[src/hw/rtl/adcc_pkg.sv]
// ----------------------------------------------------------------------------
// ADC scan calibration package
// Shared types and constants for the multichannel ADC scan and offset
// calibration unit.
// ----------------------------------------------------------------------------
package adcc_pkg;

  localparam int CHANNELS_DEF = 8;

  localparam int VAL_W = 10;
  localparam int OFF_W = 11;
  localparam int CNT_W = 8;
  localparam int OUT_W = 16;
  localparam int RCH_W = 3;

  // Signed numerator of the running average and its divider.
  localparam int NUM_W     = 20;
  localparam int REM_W     = 10;
  localparam int DIV_STEPS = NUM_W / 2;
  localparam int STEP_W    = $clog2(DIV_STEPS);

  typedef enum logic [1:0] {
    ACT_SAMPLE = 2'd0,
    ACT_CAL    = 2'd1,
    ACT_CLEAR  = 2'd2,
    ACT_READ   = 2'd3
  } action_t;

endpackage

[src/hw/rtl/adcc_ram.sv]
// ----------------------------------------------------------------------------
// Generic RAM
// One write port and one read port with registered read data.
// ----------------------------------------------------------------------------
module adcc_ram #(
  parameter int WIDTH = 8,
  parameter int DEPTH = 8
) (
  input  logic                     clk,
  input  logic                     we,
  input  logic [$clog2(DEPTH)-1:0] waddr,
  input  logic [WIDTH-1:0]         wdata,
  input  logic [$clog2(DEPTH)-1:0] raddr,
  output logic [WIDTH-1:0]         rdata
);

  logic [WIDTH-1:0] mem [DEPTH];

  always_ff @(posedge clk) begin
    if (we) begin
      mem[waddr] <= wdata;
    end
    rdata <= mem[raddr];
  end

endmodule

[src/hw/rtl/multichannel_adc_scan_offset_calibration_unit.sv]
// ----------------------------------------------------------------------------
// Multichannel ADC scan and offset calibration unit
// Round-robin scan bookkeeping, per-channel offset calibration and corrected
// readout, with channel values and offsets held in two small RAMs.
// ----------------------------------------------------------------------------
// An item is taken when start is high and busy is low, and its result appears
// on the result ports for one cycle with done high; the receiver cannot stall
// it. A sample or clear item gives its result in the cycle after it is taken
// and leaves busy low. A read item passes through the S_RD state before its
// result appears. A calibrate item first walks the RAM once for the minimum,
// and then every channel runs a read, a multiply and a radix-4 divider of ten
// steps before its offset is written back; on the first pass after a clear,
// each offset is written straight after its read, with no divider.
// ----------------------------------------------------------------------------
module multichannel_adc_scan_offset_calibration_unit
  import adcc_pkg::*;
#(
  parameter int CHANNELS = CHANNELS_DEF
) (
  input  logic             clk,
  input  logic             rst,
  input  logic             start,
  output logic             busy,
  input  logic [1:0]       action,
  input  logic [VAL_W-1:0] sample,
  input  logic [RCH_W-1:0] read_channel,
  output logic             done,
  output logic [OUT_W-1:0] corrected_value,
  output logic [2:0]       next_channel,
  output logic             set_complete
);

  localparam int CH_W  = $clog2(CHANNELS);
  localparam int IDX_W = $clog2(CHANNELS + 1);

  typedef enum logic [2:0] {
    S_IDLE,
    S_RD,
    S_MIN,
    S_UPD_RD,
    S_UPD_MUL,
    S_UPD_ADD,
    S_DIV,
    S_UPD_WR
  } state_t;

  state_t state;

  logic [CH_W-1:0]   scan_ptr;
  logic [CH_W-1:0]   res;
  logic [CNT_W-1:0]  smp_cnt;
  logic [CNT_W-1:0]  cal_cnt;
  logic [CHANNELS-1:0] val_valid;
  logic [CHANNELS-1:0] off_valid;
  logic              vval_q;
  logic              voff_q;
  logic [IDX_W-1:0]  idx;
  logic              pend;
  logic              rch_ok;
  logic [VAL_W-1:0]  min_val;
  logic signed [NUM_W-1:0] prod;
  logic signed [OFF_W-1:0] fresh_q;
  logic              neg;
  logic [REM_W-1:0]  rem;
  logic [NUM_W-1:0]  quo;
  logic [STEP_W-1:0] step;

  logic [CH_W-1:0]   raddr;
  logic [CH_W-1:0]   idx_a;
  logic [CH_W-1:0]   done_idx;
  logic [CH_W-1:0]   sp_next;
  logic [CH_W-1:0]   res_next;
  logic              val_we;
  logic              off_we;
  logic [OFF_W-1:0]  off_wdata;
  logic [VAL_W-1:0]  val_ram_q;
  logic [OFF_W-1:0]  off_ram_q;
  logic [VAL_W-1:0]  val_rd;
  logic signed [OFF_W-1:0] off_rd;
  logic signed [OFF_W-1:0] fresh;
  logic signed [NUM_W-1:0] num;
  logic [NUM_W-1:0]  mag;
  logic [NUM_W-1:0]  quo_s;
  logic [REM_W-1:0]  rem_n;
  logic [NUM_W-1:0]  quo_n;
  logic [REM_W-1:0]  dvs;
  logic [OUT_W-1:0]  sum;
  logic              last_ch;

  assign busy  = (state != S_IDLE);
  assign idx_a = idx[CH_W-1:0];

  assign done_idx = (scan_ptr == '0) ? CH_W'(CHANNELS - 1) : scan_ptr - 1'b1;
  assign sp_next  = (scan_ptr == CH_W'(CHANNELS - 1)) ? '0 : scan_ptr + 1'b1;

  always_comb begin
    if (smp_cnt == '1) begin
      res_next = '0;
    end else if (res == CH_W'(CHANNELS - 1)) begin
      res_next = '0;
    end else begin
      res_next = res + 1'b1;
    end
  end

  assign raddr = (state == S_IDLE) ? CH_W'(read_channel) : idx_a;

  assign val_we = (state == S_IDLE) && start && (action_t'(action) == ACT_SAMPLE);

  assign val_rd = vval_q ? val_ram_q : '0;
  assign off_rd = voff_q ? $signed(off_ram_q) : '0;

  assign fresh = $signed({1'b0, min_val}) - $signed({1'b0, val_rd});
  assign num   = prod + {{(NUM_W - OFF_W){fresh_q[OFF_W-1]}}, fresh_q};
  assign mag   = num[NUM_W-1] ? NUM_W'(-num) : NUM_W'(num);
  assign quo_s = neg ? (~quo + 1'b1) : quo;
  assign dvs   = REM_W'(cal_cnt) + 1'b1;

  assign off_we    = ((state == S_UPD_MUL) && (cal_cnt == '0)) || (state == S_UPD_WR);
  assign off_wdata = (state == S_UPD_WR) ? quo_s[OFF_W-1:0] : fresh;

  assign sum = OUT_W'(val_rd) + {{(OUT_W - OFF_W){off_rd[OFF_W-1]}}, off_rd};

  assign last_ch = (idx == IDX_W'(CHANNELS - 1));

  always_comb begin
    logic [REM_W-1:0] r;
    logic [NUM_W-1:0] q;
    r = rem;
    q = quo;
    for (int k = 0; k < 2; k++) begin
      r = {r[REM_W-2:0], q[NUM_W-1]};
      q = {q[NUM_W-2:0], 1'b0};
      if (r >= dvs) begin
        r    = r - dvs;
        q[0] = 1'b1;
      end
    end
    rem_n = r;
    quo_n = q;
  end

  adcc_ram #(
    .WIDTH(VAL_W),
    .DEPTH(CHANNELS)
  ) u_val_ram (
    .clk  (clk),
    .we   (val_we),
    .waddr(done_idx),
    .wdata(sample),
    .raddr(raddr),
    .rdata(val_ram_q)
  );

  adcc_ram #(
    .WIDTH(OFF_W),
    .DEPTH(CHANNELS)
  ) u_off_ram (
    .clk  (clk),
    .we   (off_we),
    .waddr(idx_a),
    .wdata(off_wdata),
    .raddr(raddr),
    .rdata(off_ram_q)
  );

  always_ff @(posedge clk) begin
    if (rst) begin
      state           <= S_IDLE;
      done            <= 1'b0;
      scan_ptr        <= CH_W'(1);
      res             <= '0;
      smp_cnt         <= '0;
      cal_cnt         <= '0;
      val_valid       <= '0;
      off_valid       <= '0;
      vval_q          <= 1'b0;
      voff_q          <= 1'b0;
      idx             <= '0;
      pend            <= 1'b0;
      step            <= '0;
      corrected_value <= '0;
      next_channel    <= '0;
      set_complete    <= 1'b0;
    end else begin
      done   <= 1'b0;
      vval_q <= val_valid[raddr];
      voff_q <= off_valid[raddr];
      unique case (state)
        S_IDLE: begin
          if (start) begin
            unique case (action_t'(action))
              ACT_SAMPLE: begin
                val_valid[done_idx] <= 1'b1;
                scan_ptr            <= sp_next;
                smp_cnt             <= smp_cnt + 1'b1;
                res                 <= res_next;
                done                <= 1'b1;
                corrected_value     <= '0;
                next_channel        <= 3'(sp_next);
                set_complete        <= (res_next == '0);
              end
              ACT_CAL: begin
                min_val <= '1;
                idx     <= '0;
                pend    <= 1'b0;
                state   <= S_MIN;
              end
              ACT_CLEAR: begin
                off_valid       <= '0;
                cal_cnt         <= '0;
                done            <= 1'b1;
                corrected_value <= '0;
                next_channel    <= 3'(scan_ptr);
                set_complete    <= 1'b0;
              end
              ACT_READ: begin
                rch_ok <= (32'(read_channel) < CHANNELS);
                state  <= S_RD;
              end
            endcase
          end
        end
        S_RD: begin
          done            <= 1'b1;
          corrected_value <= rch_ok ? sum : '0;
          next_channel    <= 3'(scan_ptr);
          set_complete    <= 1'b0;
          state           <= S_IDLE;
        end
        S_MIN: begin
          if (pend && (val_rd < min_val)) begin
            min_val <= val_rd;
          end
          if (idx != IDX_W'(CHANNELS)) begin
            idx  <= idx + 1'b1;
            pend <= 1'b1;
          end else begin
            pend <= 1'b0;
            if (!pend) begin
              idx   <= '0;
              state <= S_UPD_RD;
            end
          end
        end
        S_UPD_RD: begin
          state <= S_UPD_MUL;
        end
        S_UPD_MUL: begin
          fresh_q <= fresh;
          prod    <= NUM_W'(off_rd) * NUM_W'($signed({1'b0, cal_cnt}));
          if (cal_cnt == '0) begin
            off_valid[idx_a] <= 1'b1;
            if (last_ch) begin
              cal_cnt         <= cal_cnt + 1'b1;
              done            <= 1'b1;
              corrected_value <= '0;
              next_channel    <= 3'(scan_ptr);
              set_complete    <= 1'b0;
              state           <= S_IDLE;
            end else begin
              idx   <= idx + 1'b1;
              state <= S_UPD_RD;
            end
          end else begin
            state <= S_UPD_ADD;
          end
        end
        S_UPD_ADD: begin
          neg   <= num[NUM_W-1];
          quo   <= mag;
          rem   <= '0;
          step  <= '0;
          state <= S_DIV;
        end
        S_DIV: begin
          rem  <= rem_n;
          quo  <= quo_n;
          step <= step + 1'b1;
          if (step == STEP_W'(DIV_STEPS - 1)) begin
            state <= S_UPD_WR;
          end
        end
        S_UPD_WR: begin
          off_valid[idx_a] <= 1'b1;
          if (last_ch) begin
            cal_cnt         <= cal_cnt + 1'b1;
            done            <= 1'b1;
            corrected_value <= '0;
            next_channel    <= 3'(scan_ptr);
            set_complete    <= 1'b0;
            state           <= S_IDLE;
          end else begin
            idx   <= idx + 1'b1;
            state <= S_UPD_RD;
          end
        end
        default: begin
          state <= S_IDLE;
        end
      endcase
    end
  end

endmodule
[config.mk]
export PLATFORM = sky130hd
export DESIGN_NAME = multichannel_adc_scan_offset_calibration_unit
export DESIGN_NICKNAME = d
export VERILOG_FILES = /design/src/hw/rtl/adcc_pkg.sv /design/src/hw/rtl/adcc_ram.sv /design/src/hw/rtl/multichannel_adc_scan_offset_calibration_unit.sv
export SDC_FILE = /design/constraint.sdc
export NUM_CORES = 1
export LEC_CHECK = 0
export BUFFER_PORTS_ARGS = -buffer_cell sky130_fd_sc_hd__buf_4
export CAP_MARGIN = 25
export CORE_ASPECT_RATIO = 0.6
export CORE_MARGIN = 8
export CORE_UTILIZATION = 58
export CTS_CLUSTER_SIZE = 40
export DETAILED_ROUTE_END_ITERATION = 6
export GPL_ROUTABILITY_DRIVEN = 0
export PLACE_DENSITY = 0.77
export SLEW_MARGIN = 20
export SYNTH_ARGS = -nofsm -noshare
export SYNTH_HDL_FRONTEND = slang
export SYNTH_SLANG_ARGS = --single-unit
[constraint.sdc]
create_clock -name clk -period 5.2 [get_ports clk]
set_input_delay 1.04 -clock clk [delete_from_list [all_inputs] [get_ports clk]]
set_output_delay 1.04 -clock clk [all_outputs]
set_load 0.01 [all_outputs]
==> results_dict.tcl <==
set metrics [dict create \
    place_area_um2 21200 \
    final_area_um2 22500 \
    cp-end-kind "register" \
    powerDensity_nw_per_um2 252 \
    r2r-start "cal_cnt[1]" \
    synthAdderAreaFrac_pct 14.5 \
    io_pins 40 \
    synth_nets 2019 \
    synth_xor_area_share_pct 5.07 \
    viasPerCell 5.91 \
    arrival_ns 5.37 \
    dp.cells 2328 \
    cts.sinks 329 \
    outcome "completed" \
    postSynthCellCount 1820 \
    fp.dieArea_um2 40700 \
    ant_nets 0 \
    rows 52 \
    start_util_pct 59.0 \
    final.min_clock_period_ns 5.05 \
    layout_commonest_cell "edfxtp_1" \
    synth_edf_count 239 \
    nets 2110 \
    ys.flop_type "edfxtp_1" \
    cellLeakagePower_nw 9.19 \
    startpoint_type "register" \
    slew_headroom_pct 36.5 \
    yosys_warnings 0 \
    die_h_um 160 \
    finalCritPeriodShare_pct 97.2 \
    grt_pass1_vias 13881 \
    hold_buffers 0 \
    synth_compound_area_share_pct 9.38 \
    holdWs_ns 0.465 \
    synth-simple-area-share_pct 13.4 \
    hold_path_class "register to register" \
    final_cell_mix "edfxtp_1 (239), inv_1 (187), nor2_1 (166)" \
    ys_types 87 \
    holdPathEnd "corrected_value[10]" \
    final-max-slew-violation-count 0 \
    antennaDiodeCount 0 \
    core-area_um2 33800 \
    worstReg2RegEnd "prod[19]" \
    drc 0 \
    drt-initial-drc-count 1459 \
    final_cells 2394 \
    crit_type "register to register" \
    clk_path_buf_depth 3 \
    reg2reg_slack_ns 0.15 \
    cts-root-buf "clkbuf_16" \
    r2r.worst_path.cells 22 \
    cts_tree "done" \
    post-route-util_pct 66.7 \
    min_from "corrected_value[10]" \
    die_x_um 255 \
    critPathMaxFanout 8 \
    grt_pass1_wl_um 76100 \
    netlist_area_um2 19900 \
    ys_seq_area_share_pct 45.1 \
    ir_worst_vdd_uv 280 \
    drive_gt1_share_pct 18.8 \
    avgSynthCellArea_um2 10.9 \
    ys_seq_elements 329 \
    antenna_found_initial 2 \
    max_slew.worst_pin.slew_ns 0.943 \
    required_ns 5.51 \
    synth_top_family_by_area "adder cells" \
    nFillCells 2438 \
    min_delay_path_depth 2 \
    io_buffers 39 \
    dp_hpwl_um 35000 \
    synthMuxAreaShare_pct 7.15 \
    rsz0062_at_grt "true" \
    clk_pin_slew_ns 0.07 \
    clk_latency_ns 0.58 \
    area_delta_synth_final_pct 13.1 \
    grt_use_total_pct 23.5 \
    fin_tns_setup_ns 0 \
    cts_buffers 30 \
    vias 14147 \
    finClkSkew_ns 0.0149 \
    grt-ovfl-total 0 \
    htreeDepth 1 \
    async_flop_share_pct 0 \
    cp-startpoint "cal_cnt[1]" \
    hold_viol 0 \
    setup_viol 0 \
    max_clock_freq_mhz 198 \
    grt_max_degree 67 \
    maxCapViolCount 0 \
    wl_per_cell_um 20.3 \
    wl_um 48600 \
    dr.pass1.iters 5 \
]
worst max-delay path, cell delays in order, from the launching register on:
cell       delay (ns)
dfxtp_1          0.36
buf_6            0.16
buf_4            0.15
nand2_1          0.07
fa_1             0.53
inv_1            0.06
fa_1             0.46
ha_1             0.30
inv_1            0.06
fa_1             0.59
inv_1            0.06
ha_1             0.28
a21o_1           0.17
a21oi_1          0.20
o21ai_0          0.12
a21oi_1          0.22
o21ai_0          0.14
a21oi_1          0.19
o211ai_1         0.15
nand2_1          0.14
o2111ai_1        0.13
a21oi_1          0.18
xnor2_1          0.07
cells by family (layout without fill, tap and decap cells):
group | count (synthesis) | count (layout)
flops | 329 | 329
mux | 82 | 82
compound gates | 292 | 292
xor+xnor | 106 | 106
fa+ha+maj | 185 | 185
buf+inv | 275 | 390
simple gates | 551 | 551
worst max-delay path by stage:
stage | end | slack [ns] | cells past startpoint
finish | prod[19] | 0.15 | 22
global placement | prod[18] | -0.0005 | 20
global route | prod[19] | -0.19 | 21
floorplan | prod[18] | -0.002 | 23
CTS | prod[18] | 0.006 | 19
detailed placement | prod[18] | -0.22 | 20
metal layers:
metal / share of wire [%] / global-route usage, % / vias up / wire, um
li1: - / - / 6544 / -
met1: 45 / 35.0 / 6872 / 21900
met2: 41 / 32.7 / 652 / 20000
met3: 12 / 8.12 / 75 / 5770
met4: 1.9 / 4.90 / 4 / 916
met5: 0.056 / 0 / - / 27
synthesized netlist by cell type, types with 15 or more instances:
cell / n / area [um2]
nor2_1: 168 / 631
nand3_1: 15 / 75.1
ha_1: 104 / 1300
clkbuf_1: 70 / 263
and2_1: 20 / 125
mux2_2: 23 / 259
dfxtp_1: 90 / 1800
inv_1: 188 / 706
edfxtp_1: 239 / 7180
nor2b_1: 16 / 100
mux4_2: 46 / 1040
nand2_1: 165 / 619
nor3_1: 29 / 145
fa_1: 77 / 1540
a21o_1: 16 / 120
and3_1: 52 / 325
o21ai_0: 57 / 285
xor2_1: 35 / 307
xnor2_1: 63 / 552
a211oi_1: 15 / 113
a21oi_1: 100 / 500
stage by stage:
stage	power (W)	worst slack (ns)
detailed placement	0.00343	-0.222
finish	0.00569	0.145
global route	0.00585	-0.189
CTS	0.00571	0.00639
floorplan	0.00326	-0.00204
global placement	0.00341	-0.000542
area by class of cell:
type                            count  area [um2]  share of cell area (%)
Multi-Input combinational cell   1216       10100                    44.7
Sequential cell                   329        8990                    39.9
Timing Repair Buffer              144        1150                    5.09
Clock buffer                       35         811                    3.60
Inverter                          190         713                    3.17
Tap cell                          459         574                    2.55
Clock inverter                     21         213                   0.944
where the power goes:
part | leakage (nW) | internal [W] | total, W | switching, W
combinational | 5.81 | 0.000195 | 0.000458 | 0.000262
sequential | 2.89 | 0.00288 | 0.00293 | 0.0000578
clock | 0.495 | 0.00128 | 0.00230 | 0.00102
state kept, by name, indices dropped and copies added, names as in the netlist, 4 cells and up:
register / count
cal_cnt: 8
rem: 9
fresh_q: 11
u_off_ram.rdata: 11
quo: 20
min_val: 10
val_valid: 8
idx: 4
step: 4
smp_cnt: 8
corrected_value: 12
u_val_ram.rdata: 10
u_val_ram.mem: 80
prod: 20
u_off_ram.mem: 88
off_valid: 8
what timing repair did:
| action | in CTS | in global routing |
|---|---|---|
| gates cloned | 0 | 1 |
| buffers inserted | 1 | 7 |
| endpoints found under the setup margin | 2 | 15 |
| pin swaps | 3 | 16 |
| gates resized for setup | 9 | 53 |
No activity file was read; power rests on OpenSTA's default activity.
